[src/sv/afid_pkg.sv]
// ----------------------------------------------------------------------------
// afid_pkg
// Shared types, constants and slot map for the audio frame interleaver
// with its optional 48 kHz to 44.1 kHz decimator.
// ----------------------------------------------------------------------------
package afid_pkg;

	// channel and slot geometry
	localparam int NCHAN = 6;
	localparam int NSLOT = 6;

	// configuration port
	localparam int CFG_DATA_W = 4;
	localparam int CFG_IDX_W  = 1;
	localparam logic [CFG_IDX_W-1:0] REG_CHANNEL_MODE    = 1'b0;
	localparam logic [CFG_IDX_W-1:0] REG_DECIMATE_ENABLE = 1'b1;

	// channel modes
	localparam logic [3:0] MODE_MONO          = 4'd0;
	localparam logic [3:0] MODE_STEREO        = 4'd1;
	localparam logic [3:0] MODE_3F            = 4'd2;
	localparam logic [3:0] MODE_2F2R          = 4'd3;
	localparam logic [3:0] MODE_3F2R          = 4'd4;
	localparam logic [3:0] MODE_MONO_LFE      = 4'd5;
	localparam logic [3:0] MODE_STEREO_LFE    = 4'd6;
	localparam logic [3:0] MODE_3F_LFE        = 4'd7;
	localparam logic [3:0] MODE_2F2R_LFE      = 4'd8;
	localparam logic [3:0] MODE_3F2R_LFE      = 4'd9;
	localparam logic [3:0] MODE_RESET         = MODE_STEREO;

	// biased float window around the 384.0 pattern
	localparam logic signed [31:0] PAT_HIGH = 32'sh43c0_7fff;
	localparam logic signed [31:0] PAT_LOW  = 32'sh43bf_8000;
	localparam logic signed [31:0] PAT_BIAS = 32'sh43c0_0000;
	localparam logic signed [15:0] PCM_MAX  = 16'sh7fff;
	localparam logic signed [15:0] PCM_MIN  = -16'sh8000;

	// decimator
	localparam int PHASE_WRAP = 147;
	localparam int SKIP_EVERY = 12;
	localparam int PHASE_W    = $clog2(PHASE_WRAP);
	localparam int SUBPH_W    = $clog2(SKIP_EVERY);
	localparam int BLOCK_LEN  = 256;
	localparam int BLOCK_W    = $clog2(BLOCK_LEN);

	// slot source code, value SRC_ZERO (7) means zero fill
	localparam logic [2:0] SRC_ZERO = 3'd7;

	typedef logic [NCHAN-1:0][31:0]      word_vec_t;
	typedef logic signed [15:0]          pcm_t;
	typedef pcm_t [NCHAN-1:0]            pcm_vec_t;
	typedef pcm_t [NSLOT-1:0]            slot_vec_t;
	typedef logic [NSLOT-1:0][2:0]       src_map_t;

	// output slot routing per channel mode; undefined modes act as stereo
	function automatic src_map_t slot_map(input logic [3:0] mode);
		src_map_t m;
		m = '{default: SRC_ZERO};
		case (mode)
			MODE_MONO: begin
				m[4] = 3'd0;
			end
			MODE_3F: begin
				m[0] = 3'd0; m[1] = 3'd2; m[4] = 3'd1;
			end
			MODE_2F2R: begin
				m[0] = 3'd0; m[1] = 3'd1; m[2] = 3'd2; m[3] = 3'd3;
			end
			MODE_3F2R: begin
				m[0] = 3'd0; m[1] = 3'd2; m[2] = 3'd3; m[3] = 3'd4; m[4] = 3'd1;
			end
			MODE_MONO_LFE: begin
				m[4] = 3'd1; m[5] = 3'd0;
			end
			MODE_STEREO_LFE: begin
				m[0] = 3'd1; m[1] = 3'd2; m[5] = 3'd0;
			end
			MODE_3F_LFE: begin
				m[0] = 3'd1; m[1] = 3'd3; m[4] = 3'd2; m[5] = 3'd0;
			end
			MODE_2F2R_LFE: begin
				m[0] = 3'd1; m[1] = 3'd2; m[2] = 3'd3; m[3] = 3'd4; m[5] = 3'd0;
			end
			MODE_3F2R_LFE: begin
				m[0] = 3'd1; m[1] = 3'd3; m[2] = 3'd4; m[3] = 3'd5;
				m[4] = 3'd2; m[5] = 3'd0;
			end
			default: begin
				m[0] = 3'd0; m[1] = 3'd1;
			end
		endcase
		return m;
	endfunction

	// number of leading slots in use per channel mode
	function automatic logic [2:0] slot_cnt(input logic [3:0] mode);
		logic [2:0] c;
		case (mode) inside
			MODE_MONO, MODE_3F, MODE_3F2R:           c = 3'd5;
			MODE_2F2R:                               c = 3'd4;
			[MODE_MONO_LFE:MODE_3F2R_LFE]:           c = 3'd6;
			default:                                 c = 3'd2;
		endcase
		return c;
	endfunction

endpackage

[src/sv/afid_decim.sv]
// ----------------------------------------------------------------------------
// afid_decim
// Drop-pattern generator: decides per accepted input whether it gives a
// result, with phase wrap at 147, extra skip on multiples of 12, and skip
// cancel at each block boundary.
// ----------------------------------------------------------------------------
module afid_decim (
	input  logic clk,
	input  logic arst_n,
	input  logic accept,
	input  logic decim_en,
	output logic keep
);

	logic [afid_pkg::PHASE_W-1:0] phase_q;
	logic [afid_pkg::SUBPH_W-1:0] subph_q;
	logic                         skip_q;
	logic [afid_pkg::BLOCK_W-1:0] blk_pos_q;

	logic phase_last;
	logic subph_last;
	logic blk_last;

	assign keep       = !(decim_en && skip_q);
	assign phase_last = phase_q == afid_pkg::PHASE_W'(afid_pkg::PHASE_WRAP - 1);
	assign subph_last = subph_q == afid_pkg::SUBPH_W'(afid_pkg::SKIP_EVERY - 1);
	assign blk_last   = blk_pos_q == afid_pkg::BLOCK_W'(afid_pkg::BLOCK_LEN - 1);

	// phase, phase mod 12, skip flag and block position
	always_ff @(posedge clk or negedge arst_n) begin
		if (!arst_n) begin
			phase_q   <= '0;
			subph_q   <= '0;
			skip_q    <= 1'b0;
			blk_pos_q <= '0;
		end else if (accept) begin
			if (decim_en && !skip_q) begin
				if (phase_last) begin
					phase_q <= '0;
					subph_q <= '0;
				end else begin
					phase_q <= phase_q + 1'b1;
					subph_q <= subph_last ? '0 : subph_q + 1'b1;
				end
			end
			if (blk_last) begin
				skip_q    <= 1'b0;
				blk_pos_q <= '0;
			end else begin
				blk_pos_q <= blk_pos_q + 1'b1;
				if (!decim_en || skip_q)
					skip_q <= 1'b0;
				else
					skip_q <= subph_q == '0;
			end
		end
	end

`ifndef SYNTHESIS
	a_phase_range: assert property (@(posedge clk) disable iff (!arst_n)
		phase_q < afid_pkg::PHASE_W'(afid_pkg::PHASE_WRAP))
		else $error("phase out of range");
	a_subph_range: assert property (@(posedge clk) disable iff (!arst_n)
		subph_q < afid_pkg::SUBPH_W'(afid_pkg::SKIP_EVERY))
		else $error("sub-phase out of range");
	a_skip_clear_off: assert property (@(posedge clk) disable iff (!arst_n)
		(accept && !decim_en) |=> !skip_q)
		else $error("skip left pending with decimation off");
	a_no_double_drop: assert property (@(posedge clk) disable iff (!arst_n)
		(accept && !keep) |=> !skip_q)
		else $error("two drops in a row");
`endif

endmodule

[src/sv/afid_conv.sv]
// ----------------------------------------------------------------------------
// afid_conv
// Biased float to PCM16 conversion of all channel words: subtract the
// 384.0 pattern and saturate to signed 16 bits.
// ----------------------------------------------------------------------------
module afid_conv (
	input  afid_pkg::word_vec_t words,
	output afid_pkg::pcm_vec_t  pcm
);

	// one saturating converter per channel
	always_comb begin
		logic signed [31:0] w;
		logic signed [31:0] d;
		for (int i = 0; i < afid_pkg::NCHAN; i++) begin
			w = $signed(words[i]);
			d = w - afid_pkg::PAT_BIAS;
			if (w > afid_pkg::PAT_HIGH)
				pcm[i] = afid_pkg::PCM_MAX;
			else if (w < afid_pkg::PAT_LOW)
				pcm[i] = afid_pkg::PCM_MIN;
			else
				pcm[i] = d[15:0];
		end
	end

endmodule

[src/sv/afid_route.sv]
// ----------------------------------------------------------------------------
// afid_route
// Speaker slot routing: places converted channels into slots by channel
// mode and zero-fills unused slots.
// ----------------------------------------------------------------------------
module afid_route (
	input  logic [3:0]          mode,
	input  afid_pkg::pcm_vec_t  pcm,
	output afid_pkg::slot_vec_t slots,
	output logic [2:0]          count
);

	afid_pkg::src_map_t map;

	assign map   = afid_pkg::slot_map(mode);
	assign count = afid_pkg::slot_cnt(mode);

	// per-slot source select
	always_comb begin
		for (int j = 0; j < afid_pkg::NSLOT; j++) begin
			if (map[j] == afid_pkg::SRC_ZERO)
				slots[j] = '0;
			else
				slots[j] = pcm[map[j]];
		end
	end

endmodule

[src/sv/audio_frame_interleave_decimate.sv]
// ----------------------------------------------------------------------------
// audio_frame_interleave_decimate
// Six-channel biased float to PCM16 interleaver with optional
// 48 kHz to 44.1 kHz decimation.
// ----------------------------------------------------------------------------
// Usage:
//   Input channel: in_valid / in_stall with chan0_word..chan5_word, one
//   sample time per transaction. Output channel: out_valid / out_stall with
//   slot0..slot5 and slot_count, one transaction per kept input.
//   Config port: cfg_write, cfg_index (0 channel_mode, 1 decimate_enable),
//   cfg_data; write only while the block is idle.
//   Path: a kept input goes through the input register, then the result
//   register, before it shows on out_valid.
//   Throughput: one input per cycle while in_stall is low; the decimator
//   drops 13 of every 160 inputs when enabled, and a dropped input simply
//   never reaches the output. The rate is set by the result register,
//   which frees every cycle while out_stall is low.
//   Reset: channel_mode stereo, decimation off, phase, skip flag and block
//   position cleared, both stages empty.
//   Stall: a stalled result holds; inputs are taken until a kept one
//   fills the input register, then in_stall rises until the result is taken.
// ----------------------------------------------------------------------------
module audio_frame_interleave_decimate (
	input  logic                              clk,
	input  logic                              arst_n,
	// configuration
	input  logic                              cfg_write,
	input  logic [afid_pkg::CFG_IDX_W-1:0]    cfg_index,
	input  logic [afid_pkg::CFG_DATA_W-1:0]   cfg_data,
	// input channel
	input  logic                              in_valid,
	output logic                              in_stall,
	input  logic [31:0]                       chan0_word,
	input  logic [31:0]                       chan1_word,
	input  logic [31:0]                       chan2_word,
	input  logic [31:0]                       chan3_word,
	input  logic [31:0]                       chan4_word,
	input  logic [31:0]                       chan5_word,
	// output channel
	output logic                              out_valid,
	input  logic                              out_stall,
	output logic signed [15:0]                slot0,
	output logic signed [15:0]                slot1,
	output logic signed [15:0]                slot2,
	output logic signed [15:0]                slot3,
	output logic signed [15:0]                slot4,
	output logic signed [15:0]                slot5,
	output logic [2:0]                        slot_count
);

	logic [3:0] mode_q;
	logic       decim_en_q;

	logic                 in_accept;
	logic                 keep;
	logic                 valid_s1;
	afid_pkg::word_vec_t  words_s1;
	afid_pkg::pcm_vec_t   pcm;
	afid_pkg::slot_vec_t  slots;
	logic [2:0]           count;
	logic                 valid_s2;
	afid_pkg::slot_vec_t  slots_s2;
	logic [2:0]           count_s2;
	logic                 load_s2;

	// configuration registers
	always_ff @(posedge clk or negedge arst_n) begin
		if (!arst_n) begin
			mode_q     <= afid_pkg::MODE_RESET;
			decim_en_q <= 1'b0;
		end else if (cfg_write) begin
			case (cfg_index)
				afid_pkg::REG_CHANNEL_MODE:    mode_q     <= cfg_data;
				afid_pkg::REG_DECIMATE_ENABLE: decim_en_q <= cfg_data[0];
				default: ;
			endcase
		end
	end

	// stage advance
	assign load_s2   = valid_s1 && (!valid_s2 || !out_stall);
	assign in_stall  = valid_s1 && !load_s2;
	assign in_accept = in_valid && !in_stall;

	afid_decim u_decim (
		.clk      (clk),
		.arst_n   (arst_n),
		.accept   (in_accept),
		.decim_en (decim_en_q),
		.keep     (keep)
	);

	// input register, only kept inputs become valid
	always_ff @(posedge clk or negedge arst_n) begin
		if (!arst_n)
			valid_s1 <= 1'b0;
		else if (in_accept)
			valid_s1 <= keep;
		else if (load_s2)
			valid_s1 <= 1'b0;
	end

	always_ff @(posedge clk) begin
		if (in_accept)
			words_s1 <= {chan5_word, chan4_word, chan3_word,
				chan2_word, chan1_word, chan0_word};
	end

	afid_conv u_conv (
		.words (words_s1),
		.pcm   (pcm)
	);

	afid_route u_route (
		.mode  (mode_q),
		.pcm   (pcm),
		.slots (slots),
		.count (count)
	);

	// result register
	always_ff @(posedge clk or negedge arst_n) begin
		if (!arst_n)
			valid_s2 <= 1'b0;
		else if (load_s2)
			valid_s2 <= 1'b1;
		else if (!out_stall)
			valid_s2 <= 1'b0;
	end

	always_ff @(posedge clk) begin
		if (load_s2) begin
			slots_s2 <= slots;
			count_s2 <= count;
		end
	end

	assign out_valid  = valid_s2;
	assign slot0      = slots_s2[0];
	assign slot1      = slots_s2[1];
	assign slot2      = slots_s2[2];
	assign slot3      = slots_s2[3];
	assign slot4      = slots_s2[4];
	assign slot5      = slots_s2[5];
	assign slot_count = count_s2;

`ifndef SYNTHESIS
	a_hold_when_full: assert property (@(posedge clk) disable iff (!arst_n)
		(valid_s1 && valid_s2 && out_stall) |-> in_stall)
		else $error("input taken with both stages blocked");
	a_out_from_s1: assert property (@(posedge clk) disable iff (!arst_n)
		$rose(valid_s2) |-> $past(valid_s1))
		else $error("result without a staged input");
	a_drop_no_stage: assert property (@(posedge clk) disable iff (!arst_n)
		(in_accept && !keep) |=> !valid_s1)
		else $error("dropped input entered the pipeline");
`endif

endmodule
[config.mk]
export PLATFORM = sky130hd
export DESIGN_NAME = audio_frame_interleave_decimate
export DESIGN_NICKNAME = d
export VERILOG_FILES = /design/src/sv/afid_pkg.sv /design/src/sv/afid_decim.sv /design/src/sv/afid_conv.sv /design/src/sv/afid_route.sv /design/src/sv/audio_frame_interleave_decimate.sv
export SDC_FILE = /design/constraint.sdc
export NUM_CORES = 1
export LEC_CHECK = 0
export BUFFER_PORTS_ARGS = -buffer_cell sky130_fd_sc_hd__buf_2
export CAP_MARGIN = 25
export CORE_MARGIN = 2
export CORE_UTILIZATION = 47
export CTS_BUF_LIST = sky130_fd_sc_hd__clkbuf_16
export CTS_CLUSTER_DIAMETER = 40
export DETAILED_ROUTE_END_ITERATION = 8
export GPL_TIMING_DRIVEN = 1
export PLACE_DENSITY = 0.84
export SLEW_MARGIN = 20
export SYNTH_ARGS = -nofsm -noshare
export SYNTH_HDL_FRONTEND = slang
export SYNTH_SLANG_ARGS = --single-unit
export TNS_END_PERCENT = 100
[constraint.sdc]
create_clock -name clk -period 8.86 [get_ports clk]
set_input_delay 1.772 -clock clk [delete_from_list [all_inputs] [get_ports clk]]
set_output_delay 1.772 -clock clk [all_outputs]
set_load 0.02 [all_outputs]
Word level (Yosys, flattened, before mapping)
Cells that the tools add are included.
{ "word_totals": {"in_bits": 202, "regBits": 319, "out_inout_bits": 101} }
{ "op_classes": {"n_reduce_logical": 30, "bitwise_logic": 1, "n_mux": 40, "order_cmp": 20, "n_eq_ne": 18, "add_sub_neg": 9} }
{ "op_table": {"columns": ["operator", "n"], "rows": [
  ["16-bit binary-select mux with 3-bit select", 6],
  ["16-bit 2-to-1 mux", 18],
  ["32-bit greater-than comparator, second input constant", 6],
  ["32-bit less-than comparator, second input constant", 6],
  ["16-bit by 1-bit subtractor with 16-bit output, second input constant", 6],
  ["3-bit by 4-bit less-than comparator with 1-bit output, second input constant", 6],
  ["6-bit case mux with 4 select lines", 1],
  ["3-bit == test, second input constant", 6],
  ["6-bit case mux with 3 select lines", 1],
  ["8-bit by 1-bit adder with 8-bit output, second input constant", 2],
  ["4-bit by 3-bit == test with 1-bit output, second input constant", 4],
  ["8-bit == test, second input constant", 2],
  ["8-bit 2-to-1 mux", 2],
  ["4-bit == test, second input constant", 3],
  ["2-bit OR reduction", 5],
  ["3-bit case mux with 3 select lines", 1],
  ["4-bit by 2-bit == test with 1-bit output, second input constant", 2],
  ["4-bit logical NOT", 2],
  ["4-bit 2-to-1 mux", 2],
  ["1-bit logical NOT", 7],
  ["1-bit 2-to-1 mux", 7],
  ["1-bit logical AND", 6],
  ["3-bit 2-to-1 mux", 2],
  ["2-bit AND reduction", 3],
  ["10 further kinds", 12]
]} }

Longest topological paths before layout
Gate-level depths: netlist of the first run.
{ "depth": {"word_depth": 8, "mapped_depth": 10, "ltp_nobuf": 6} }

Cells and area by module
From an unflattened synthesis of the first run, not the netlist that was laid out.
{ "unflattened": {"hier_cells": 1029, "area_unflattened_um2": 14418.8} }
{ "modules_own_cells": {"columns": ["module", "area_per_inst_um2", "instances", "cells_per_inst"], "rows": [
  ["audio_frame_interleave_decimate", 9029.9, 1, 312],
  ["afid_route", 2173.3, 1, 319],
  ["afid_conv", 2112.0, 1, 289],
  ["afid_decim", 1103.6, 1, 109]
]} }

Worst setup path after synthesis of the first run
No wires, ideal clock.
{ "synth_timing": {"path_type": "input to register", "from": "input port out_stall", "to": "register slots_s2 (netlist bit slot0[0]), enable pin", "cell_stages": 1, "path_slack_ns": -0.794, "required_time_ns": 8.153, "path_buffers": 0, "arrival_time_ns": 8.948, "setup_ns": 0.707, "cell_sequence": "a21boi_0"} }
{ "synth_between": {"elab_chain_len": 3} }
{ "synth_lines": {"columns": ["element", "line_no", "rtl"], "rows": [
  ["start, declared", "audio_frame_interleave_decimate.sv:41", "input logic out_stall,"],
  ["1-bit logical NOT", null, null],
  ["1-bit logical OR", "audio_frame_interleave_decimate.sv:81", "assign load_s2 = valid_s1 && (!valid_s2 || !out_stall);"],
  ["1-bit logical AND", "audio_frame_interleave_decimate.sv:81", null],
  ["end signal, assigned", "audio_frame_interleave_decimate.sv:133", "slots_s2 <= slots;"],
  ["end, declared", "audio_frame_interleave_decimate.sv:62", "afid_pkg::slot_vec_t slots_s2;"]
]} }
Every way passes these cells.
A chain may end at the register's enable or synchronous reset.

Worst setup path in the final report of the first run
{ "layout_timing": {"from": "input port out_stall", "to": "output port in_stall"} }
{ "layout_between": {"elab_chain_len": 5} }
{ "layout_lines": {"columns": ["element", "line_no", "rtl"], "rows": [
  ["1-bit logical NOT", null, null],
  ["1-bit logical OR", "audio_frame_interleave_decimate.sv:81", null],
  ["1-bit logical AND", "audio_frame_interleave_decimate.sv:81", null],
  ["1-bit logical NOT", "audio_frame_interleave_decimate.sv:82", "assign in_stall = valid_s1 && !load_s2;"],
  ["1-bit logical AND", "audio_frame_interleave_decimate.sv:82", null],
  ["end, declared", "audio_frame_interleave_decimate.sv:32", "output logic in_stall,"]
]} }
Every way passes these cells.

==> results of run 1 <==
## power by group through the flow
| stage | registers (mW) | logic (mW) | clock network [mW] |
|---|---|---|---|
| 2_1_floorplan | 2.03 | 0.289 | 0 |
| 3_5_place_dp | 1.97 | 0.572 | 0 |
| 3_3_place_gp | 1.96 | 0.551 | 0 |
| 6_report | 1.94 | 0.580 | 1.82 |
| 5_1_grt | 1.96 | 0.635 | 1.91 |
| 4_1_cts | 1.94 | 0.575 | 1.85 |
## synthesized netlist by cell type (4+ instances only)
| cell type | count |
|---|---|
| o22ai_1 | 16 |
| edfxtp_1 | 291 |
| nor3_1 | 9 |
| o21ai_0 | 87 |
| nand2b_1 | 9 |
| nand2_1 | 47 |
| and3_1 | 12 |
| o21ai_1 | 4 |
| nor4_1 | 9 |
| buf_1 | 5 |
| a41oi_1 | 4 |
| clkbuf_1 | 40 |
| a211oi_1 | 17 |
| nand4_1 | 15 |
| dfrtp_1 | 27 |
| nand3_1 | 35 |
| buf_2 | 9 |
| ha_1 | 5 |
| a21o_1 | 4 |
| inv_1 | 11 |
| and4_1 | 7 |
| o211ai_1 | 15 |
| o31ai_1 | 5 |
| a2111oi_0 | 4 |
| o2111ai_1 | 9 |
| mux2_2 | 5 |
| a311oi_1 | 4 |
| nor2_1 | 63 |
| a22oi_1 | 9 |
| a21oi_1 | 52 |
| a31oi_1 | 5 |
| nor3b_1 | 37 |
| or3_1 | 9 |
| nor2b_1 | 8 |
| xnor2_1 | 5 |
| a21boi_0 | 7 |
| or4_1 | 6 |
| or2_2 | 4 |
| o221ai_1 | 22 |
## flip-flops by register name (all words and copies together), names as in the netlist, 3 cells and up
signal / cells
slot5: 16
u_decim.subph_q: 4
slot2: 16
u_decim.phase_q: 8
slot3: 16
slot4: 16
u_decim.blk_pos_q: 8
words_s1: 192
slot0: 16
slot_count: 3
slot1: 16
mode_q: 4
## path summary, 6_finish.rpt
check                           slack [ns]  cells after the start              endpoint                 start
worst max-delay path                  4.76                      4              in_stall             out_stall
min in group asynchronous             1.26                      1              valid_s1                arst_n
worst min register to register        0.49                      1  u_decim.blk_pos_q[7]  u_decim.blk_pos_q[7]
worst min-delay path                  0.49                      1  u_decim.blk_pos_q[7]  u_decim.blk_pos_q[7]
max in group asynchronous             7.17                      1    u_decim.phase_q[4]                arst_n
worst max register to register        5.72                      6              slot4[3]             mode_q[3]
## stage by stage
| stage | utilization, % | instance area, µm² | power (mW) | cells | setup WS, ns |
|---|---|---|---|---|---|
| after global placement | 54.6 | 15200 | 2.51 | 1607 | 4.42 |
| after CTS | 60.2 | 16700 | 4.36 | 1690 | 4.76 |
| final | 60.3 | 16700 | 4.35 | 1694 | 4.76 |
| after global routing | 60.3 | 16700 | 4.50 | 1692 | 4.57 |
| after floorplan | - | 13300 | 2.32 | 967 | 1.83 |
| after detailed placement | 54.7 | 15200 | 2.54 | 1608 | 4.31 |
## cells by family (layout without fill, tap and decap cells)
| family | Yosys count | after routing | share of synthesized area, % |
|---|---|---|---|
| flip-flops | 319 | 319 | 71.2 |
| AND/OR/NAND/NOR | 283 | 283 | 11.6 |
| AO/OA/AOI/OAI | 282 | 282 | 13.9 |
| buffers and inverters | 66 | 412 | 1.98 |
| XOR/XNOR | 7 | 7 | 0.462 |
| adder cells (fa/ha/maj) | 5 | 5 | 0.472 |
| multiplexers | 5 | 5 | 0.425 |
| other | 0 | 3 | 0 |
## cell usage in the layout, fill, tap and decap left out, types with 11 or more instances in the layout
cell and count:
a211oi_1 17, a21oi_1 51, and3_1 12, buf_2 304
buf_4 15, clkbuf_16 45, dfrtp_1 27, edfxtp_1 291
inv_1 12, inv_6 11, nand2_1 47, nand3_1 35
nand4_1 15, nor2_1 63, nor3b_1 37, o211ai_1 15
o21ai_0 86, o221ai_1 22, o22ai_1 16
## cell type report
cell class	instances	area [µm²]	share of cell area, %
antenna	3	7.51	0.0448
clock buffer	45	1130	6.72
clock inverter	37	423	2.53
inverter	11	48.8	0.291
multi-input combinational	582	3600	21.5
sequential	319	9440	56.4
tap	378	473	2.82
timing repair buffer	319	1630	9.76
## metal layers
| layer | wire length, µm | track usage, % | vias to the layer above |
|---|---|---|---|
| met5 | 56 | 0 | - |
| met1 | 13600 | 28.5 | 4818 |
| met3 | 3410 | 6.78 | 112 |
| met2 | 17800 | 40.7 | 526 |
| li1 | - | - | 4481 |
| met4 | 1650 | 11.1 | 8 |
==> results.yml, run 1 <==
yosys:
  synth-main-ff-cell: "edfxtp_1"
  synth_top_cell_by_area: "edfxtp_1"
  syn-num-nets: 1174
  synth_edf_count: 291
  syn_area_mm2: 0.0133
  yosys_warnings: 0
  ys_seq_elements: 319
  syn_inst: 967
  synth-async-reset-ratio_pct: 8.78
  synth_area_leaders: "edfxtp_1 (66%), dfrtp_1 (5.1%), o21ai_0 (3.3%)"
  yosysSeqAreaShare_pct: 71.2
  yosysTopAreaCellShare_pct: 65.9
  synth_cell_types: 63
  synth.avg_cell_area_um2: 13.7
hold_path:
  hold_class: "reg2reg"
detailed_routing:
  via_per_inst: 5.87
  drc: 0
  drt_iter0_markers: 879
  routed_wl_um: 36500
  drt.antenna.violating_nets: 0
  dr_total_vias: 9945
  drt_pass1_iterations: 6
  wl_per_cell_um: 21.5
finish:
  nFillCells: 2169
  finalNetCount: 1484
  synthToLayoutAreaGrowth_pct: 26.3
  drive_gt1_share_pct: 32.0
setup_path:
  crit_type: "in2out"
  endpoint_kind: "output port"
  crit_family: "buffers and inverters"
  critPathBufInv: 3
  worstPathArrival_ns: 2.33
  cp_cell_sequence: "buf_2, nand3_1, inv_1, buf_2"
  worstPathRequired_ns: 7.09
  max_stage_delay_ns: 0.18
  crit_top_cell: "buf_2"
  cp_slowest_cell: "nand3_1"
  critPathLaunchType: "primary input"
  crit_path_max_fanout: 5
die:
  core_mm2: 0.0278
  initial_utilization_pct: 47.7
  rows: 61
  die-area_mm2: 0.0296
  die_h_um: 172
  boundaryPins: 303
  fp.dieW_um: 172
clock_tree:
  cts_made_buffers: 44
  clock_path_buffers: 3
  ctsHoldBuffers: 0
  cts_tree: "yes"
  htree_levels: 2
  cts-resized-gates: 0
  cts_setup_buffers: 0
  cts.sinks: 319
  root_buffer: "clkbuf_16"
  clk_pin_slew_ns: 0.06
  worstSkewPairLatency_ns: 0.53
timing:
  finalCriticalPeriod_ns: 4.10
  clock_skew_ns: 0.0199
  rsz0062_at_grt: "no"
  hold_ws_ns: 0.489
  setup-tns-final_ns: 0
  finalSetupViolations: 0
  fmax_ghz: 0.244
  max_slew_margin_pct: 33.6
  slew_violations: 0
  worst_pin_slew_ns: 0.997
  final-hold-violation-count: 0
  fin_crit_sh_pct: 46.3
pwr:
  vdd_ir_drop_max_mv: 0.228
  switching_share_pct: 27.2
  seqPwrFrac_pct: 44.7
  clockPowerShare_pct: 41.9
  intPower_mw: 3.17
  power_density_mw_per_mm2: 259
  p_leak_nw: 6.33
  pwr-share-comb_pct: 13.4
  switchingPower_mw: 1.18
placement:
  dpl.hpwl_um: 25500
  globalplace.congestion: 0.865
  io_buffers: 302
global_routing:
  grt_pass1_wl_um: 53200
  track_usage_pct: 24.0
  grt_start_max_net_pins: 120
  grt_pass1_vias: 9802
  grt.overflow.total: 0
  antenna_found_initial: 7
run:
  cap_viol_max_count: 0
status:
  status: "completed"
No activity file was read; power rests on OpenSTA's default activity.
==> inputs of run 2 (changes only) <==
Settings changed: ABC_AREA set to 1, PLACE_DENSITY 0.84 to 0.81.
Clock period 8.86 ns to 3.8 ns, I/O delays scaled along.
==> run 2 against run 1 <==
Effect of this change: critical path depth increased by 7; cell count is 22% higher; sequential share of layout area is 1.4 points lower; total power is 140% higher; flip-flop and latch count stayed put; critical path type is now reg2reg; critical endpoint is now slot1[11]; largest power group unchanged.
==> results.yml, run 2 <==
finish:
  register_area_mm2: 0.00944
  fin_util_pct: 58.4
  final_common_cell: "nand2_1"
  final_area_mm2: 0.0172
  synthToLayoutAreaGrowth_pct: 23.2
  multiInputGateArea_mm2: 0.00395
  largest_reg_flops: 192
  drive_gt1_share_pct: 24.7
  finalNetCount: 1846
  regMostFlops: "words_s1"
  layout_common_cells: "nand2_1 (397), buf_2 (302), edfxtp_1 (291)"
  final_cell_count_no_fill: 2068
  nFillCells: 2395
timing:
  rsz0062_at_grt: "no"
  setup-tns-final_ns: 0
  max_slew_margin_pct: 31.3
  worst_pin_slew_ns: 1.03
  fmax_ghz: 0.355
  fin_crit_sh_pct: 74.2
  fin_ws_ns: 0.980
  slew_violations: 0
  final-hold-violation-count: 0
  finalSetupViolations: 0
  hold_ws_ns: 0.252
  finalCriticalPeriod_ns: 2.82
  clock_skew_ns: 0.0199
clock_tree:
  clk_pin_slew_ns: 0.05
  cts.sinks: 319
  htree_levels: 2
  worstSkewPairLatency_ns: 0.53
  root_buffer: "clkbuf_16"
  cts_tree: "yes"
  ctsHoldBuffers: 0
  cts_made_buffers: 41
  clock_path_buffers: 3
  cts-resized-gates: 0
  cts_setup_buffers: 0
placement:
  place_ws_ns: 0.912
  dp_cells: 1985
  io_buffers: 302
  dpl.hpwl_um: 27600
  dpl_cell_area_mm2: 0.0158
  globalplace.congestion: 0.900
die:
  boundaryPins: 303
  fp.dieW_um: 176
  die-area_mm2: 0.0311
  initial_utilization_pct: 47.4
  core_mm2: 0.0294
  die_h_um: 176
  rows: 63
pwr:
  pwr-share-comb_pct: 18.5
  power_density_mw_per_mm2: 599
  vdd_ir_drop_max_mv: 0.450
  switching_share_pct: 30.3
  total_power_mw: 10.3
  seqPwrFrac_pct: 45.6
  p_leak_nw: 7.49
  clockPowerShare_pct: 35.9
  switchingPower_mw: 3.11
  intPower_mw: 7.17
yosys:
  yosysMostFrequentCell: "nand2_1"
  yosysTopAreaCellShare_pct: 62.7
  synth_cell_types: 42
  yosysSeqAreaShare_pct: 67.7
  synth_area_leaders: "edfxtp_1 (63%), nand2_1 (11%), nand3_1 (5.3%)"
  synth.avg_cell_area_um2: 10.5
  syn-num-nets: 1540
  syn_inst: 1333
  ys_seq_elements: 319
  synth-async-reset-ratio_pct: 8.78
  synth-main-ff-cell: "edfxtp_1"
  synth_top_cell_by_area: "edfxtp_1"
  synth_common_cells: "nand2_1 (397), edfxtp_1 (291), nand3_1 (149), nor2_1 (141), inv_1 (80)"
  synth_edf_count: 291
  yosys_warnings: 0
  syn_area_mm2: 0.0139
setup_path:
  endpoint_kind: "flip-flop"
  worstPathRequired_ns: 4.06
  crit_type: "reg2reg"
  worstPathArrival_ns: 3.08
  critPathLaunchType: "flip-flop"
  crit_path_max_fanout: 21
hold_path:
  hold_class: "in2async"
detailed_routing:
  dr_total_vias: 11200
  drc: 0
  wl_per_cell_um: 18.5
  routed_wl_um: 38200
  drt.antenna.violating_nets: 0
  via_per_inst: 5.42
  drt_iter0_markers: 1136
  drt_pass1_iterations: 7
global_routing:
  antenna_found_initial: 12
  grt_start_max_net_pins: 136
  grt_pass1_vias: 10600
  track_usage_pct: 23.9
  grt.overflow.total: 0
  grt_pass1_wl_um: 56500
status:
  status: "completed"
run:
  cap_viol_max_count: 0
[run 2: final cells by class]
class                      count  share of cell area, %
tap                          390                   2.84
antenna                        7                  0.102
timing repair buffer         310                   9.32
clock buffer                  43                   6.27
multi-input combinational    873                   23.0
sequential                   319                   55.0
clock inverter                32                   1.41
inverter                      94                   2.11
[run 2: path summary, 6_finish.rpt]
kind,start,end,slack [ns],cells past startpoint
worst min register to register,u_decim.blk_pos_q[7],u_decim.blk_pos_q[7],0.48,1
min in group clk,chan1_word[12],words_s1[44],0.40,1
worst max-delay path,mode_q[0],slot1[11],0.98,11
worst min-delay path,arst_n,u_decim.phase_q[5],0.25,1
worst max register to register,mode_q[0],slot1[11],0.98,11
max in group asynchronous,arst_n,mode_q[2],3.14,1
[run 2: metal layers]
layer,GRT usage [%],part of all wire (%),up-vias
met4,13.3,5.8,10
met2,38.2,47,673
li1,-,-,5196
met5,0,0.18,-
met1,30.3,37,5170
met3,5.51,10,157
[run 2: cells by family after synthesis]
family / after synthesis / share of synthesized area (%)
and+or+nand+nor: 749 / 22.9
DFF: 319 / 67.7
buffers and inverters: 141 / 4.09
AOI/OAI and AO/OA: 114 / 4.58
xor gates and xnor gates: 5 / 0.314
adders and majority gates: 5 / 0.449
[run 2: worst max-delay path: stages (launching register included)]
cell and delay [ns]:
dfstp_2 0.66, nor2_1 0.10, nand2_1 0.12, nand2_2 0.25, inv_4 0.19, nand2_2 0.28, nor2_4 0.46, nor2_4 0.17
nand2_1 0.11, nand2_1 0.06, nor2_1 0.09, nor2_1 0.05
[run 2: power groups by stage]
stage | clock [mW] | combinational (mW) | sequential (mW)
4_1_cts | 3.73 | 1.89 | 4.68
3_5_place_dp | 0 | 1.87 | 4.74
2_1_floorplan | 0 | 0.983 | 4.95
3_3_place_gp | 0 | 1.82 | 4.73
6_report | 3.69 | 1.91 | 4.69
5_1_grt | 3.86 | 2.09 | 4.73
==> inputs of run 3 (changes only) <==
Clock period 3.8 ns to 2.8 ns, I/O delays scaled along.
==> run 3 against run 2 <==
Effect of this change: worst hold slack worse by 0.22 ns; sequential power is 36% higher; flip-flop and latch count stayed put; largest cell class unchanged; clock power is 46% higher; fmax is 15% higher; critical path depth is 2 lower; worst setup slack worse by 0.63 ns; die area stayed put; non-clock buffer count is 17 higher; cell count is 1.2% higher; total power is 40% higher; register-to-register slack worse by 0.63 ns; highest routed layer unchanged.
==> results.yml, run 3 (synthesis results as in run 2) <==
timing:
  max_slew_margin_pct: 50.0
  rsz0062_at_grt: "no"
  hold_ws_ns: 0.0293
  fin_crit_sh_pct: 87.5
  finalSetupViolations: 0
  final-hold-violation-count: 0
  slew_violations: 0
  clock_skew_ns: 0.0231
  setup-tns-final_ns: 0
  finalCriticalPeriod_ns: 2.45
  worst_pin_slew_ns: 0.748
  fmax_ghz: 0.408
  fin_ws_ns: 0.349
die:
  fp.dieW_um: 176
  rows: 63
  die-area_mm2: 0.0311
  core_mm2: 0.0294
  boundaryPins: 303
  die_h_um: 176
  initial_utilization_pct: 47.4
detailed_routing:
  drt_pass1_iterations: 7
  dr_total_vias: 11100
  drc: 0
  via_per_inst: 5.30
  wl_per_cell_um: 17.9
  drt.antenna.violating_nets: 0
  drt_iter0_markers: 1208
  routed_wl_um: 37500
global_routing:
  grt_pass1_vias: 10600
  antenna_found_initial: 15
  grt.overflow.total: 0
  track_usage_pct: 23.8
  grt_start_max_net_pins: 106
  grt_pass1_wl_um: 56300
pwr:
  clockPowerShare_pct: 37.5
  seqPwrFrac_pct: 44.1
  pwr-share-comb_pct: 18.4
  switchingPower_mw: 4.30
  p_leak_nw: 7.59
  vdd_ir_drop_max_mv: 0.533
  switching_share_pct: 29.8
  power_density_mw_per_mm2: 825
  intPower_mw: 10.1
finish:
  synthToLayoutAreaGrowth_pct: 25.2
  final_common_cell: "nand2_1"
  finalNetCount: 1865
  drive_gt1_share_pct: 25.9
  largest_reg_flops: 192
  register_area_mm2: 0.00944
  nFillCells: 2413
  layout_common_cells: "nand2_1 (397), buf_2 (302), edfxtp_1 (291)"
  regMostFlops: "words_s1"
  multiInputGateArea_mm2: 0.00394
clock_tree:
  htree_levels: 2
  worstSkewPairLatency_ns: 0.55
  cts-resized-gates: 0
  cts_setup_buffers: 0
  cts.sinks: 319
  cts_made_buffers: 43
  root_buffer: "clkbuf_16"
  clock_path_buffers: 3
  clk_pin_slew_ns: 0.06
  ctsHoldBuffers: 0
  cts_tree: "yes"
placement:
  dpl.hpwl_um: 27900
  place_ws_ns: 0.377
  io_buffers: 302
  globalplace.congestion: 0.900
setup_path:
  cp_slowest_cell: "dfstp_2"
  worstPathArrival_ns: 2.72
  crit_path_max_fanout: 17
  critPathLaunchType: "flip-flop"
  reg2reg_depth: 9
  endpoint_kind: "flip-flop"
  r2r_slack_ns: 0.35
  crit_type: "reg2reg"
  rr_endpoint: "slot2[13]"
  r2r_start: "mode_q[0]"
  crit_top_cell: "nand2_1"
  worstPathRequired_ns: 3.07
  max_stage_delay_ns: 0.66
  cp_cell_sequence: "nor2_1, nand2_1, nand2_2, inv_2, nor2_4, inv_2, nand2_1, o211ai_1, nand2_1"
run:
  cap_viol_max_count: 0
hold_path:
  hold_class: "in2async"
status:
  status: "completed"
[run 3: changes by cell type in the layout (fill, tap and decap cells not counted), moves of 2 or more]
cell	delta
buf_12	+2
clkinv_2	-3
diode_2	+4
clkinvlp_4	+6
buf_4	+16
inv_1	-7
inv_6	+2
bufinv_16	+3
[run 3: area by class of cell]
| class | instances | share of cell area, % |
|---|---|---|
| flip-flops and latches | 319 | 54.1 |
| multi-input cells | 873 | 22.6 |
| repair buffers | 327 | 10.0 |
| clock buffers | 43 | 6.16 |
| well taps | 390 | 2.80 |
| inverters | 94 | 2.11 |
| clock inverters | 35 | 2.09 |
| diodes | 11 | 0.158 |
[run 3: worst max path at each step]
stage                         start                  to  slack, ns  cells past startpoint
final                     mode_q[0]           slot2[13]       0.35                      9
after global routing      mode_q[0]           slot2[13]       0.18                      9
after CTS                 mode_q[0]           slot2[13]       0.37                      9
after detailed placement  out_stall  u_decim.phase_q[5]       0.38                     12
after global placement    out_stall  u_decim.phase_q[5]       0.43                     12
after floorplan           out_stall            slot0[0]       0.23                      3
[run 3: per-stage QoR]
step                instance area, µm²  util (%)  total power [mW]  cells
floorplan                        14000         -              8.05   1333
global placement                 16000      54.4              8.96   2003
detailed placement               16000      54.4              9.05   2003
CTS                              17400      59.3              14.4   2081
global route                     17400      59.3              15.0   2089
finish                           17500      59.4              14.4   2092
[run 3: critical path: cells and delay by family, from the launching register on]
family | cells | cell delay, ns
AO/OA/AOI/OAI | 1 | 0.25
buffers and inverters | 2 | 0.36
flip-flops | 1 | 0.66
AND/OR/NAND/NOR | 6 | 0.91
[run 3: metal layers]
metal  up-vias  part of all wire, %  wire [µm]  GRT usage, %
met5         -                 0.11         42             0
met4         8                  4.6       1710          10.8
met3       124                  9.7       3650          5.94
met2       583                   48      17900          39.3
met1      5127                   38      14200          29.8
li1       5254                    -          -             -
[run 3: power groups by stage]
stage / combinational (mW) / clock [mW] / sequential [mW]
finish: 2.65 / 5.40 / 6.36
global route: 2.89 / 5.67 / 6.42
CTS: 2.62 / 5.45 / 6.36
detailed placement: 2.61 / 0 / 6.44
global placement: 2.54 / 0 / 6.42
floorplan: 1.34 / 0 / 6.72
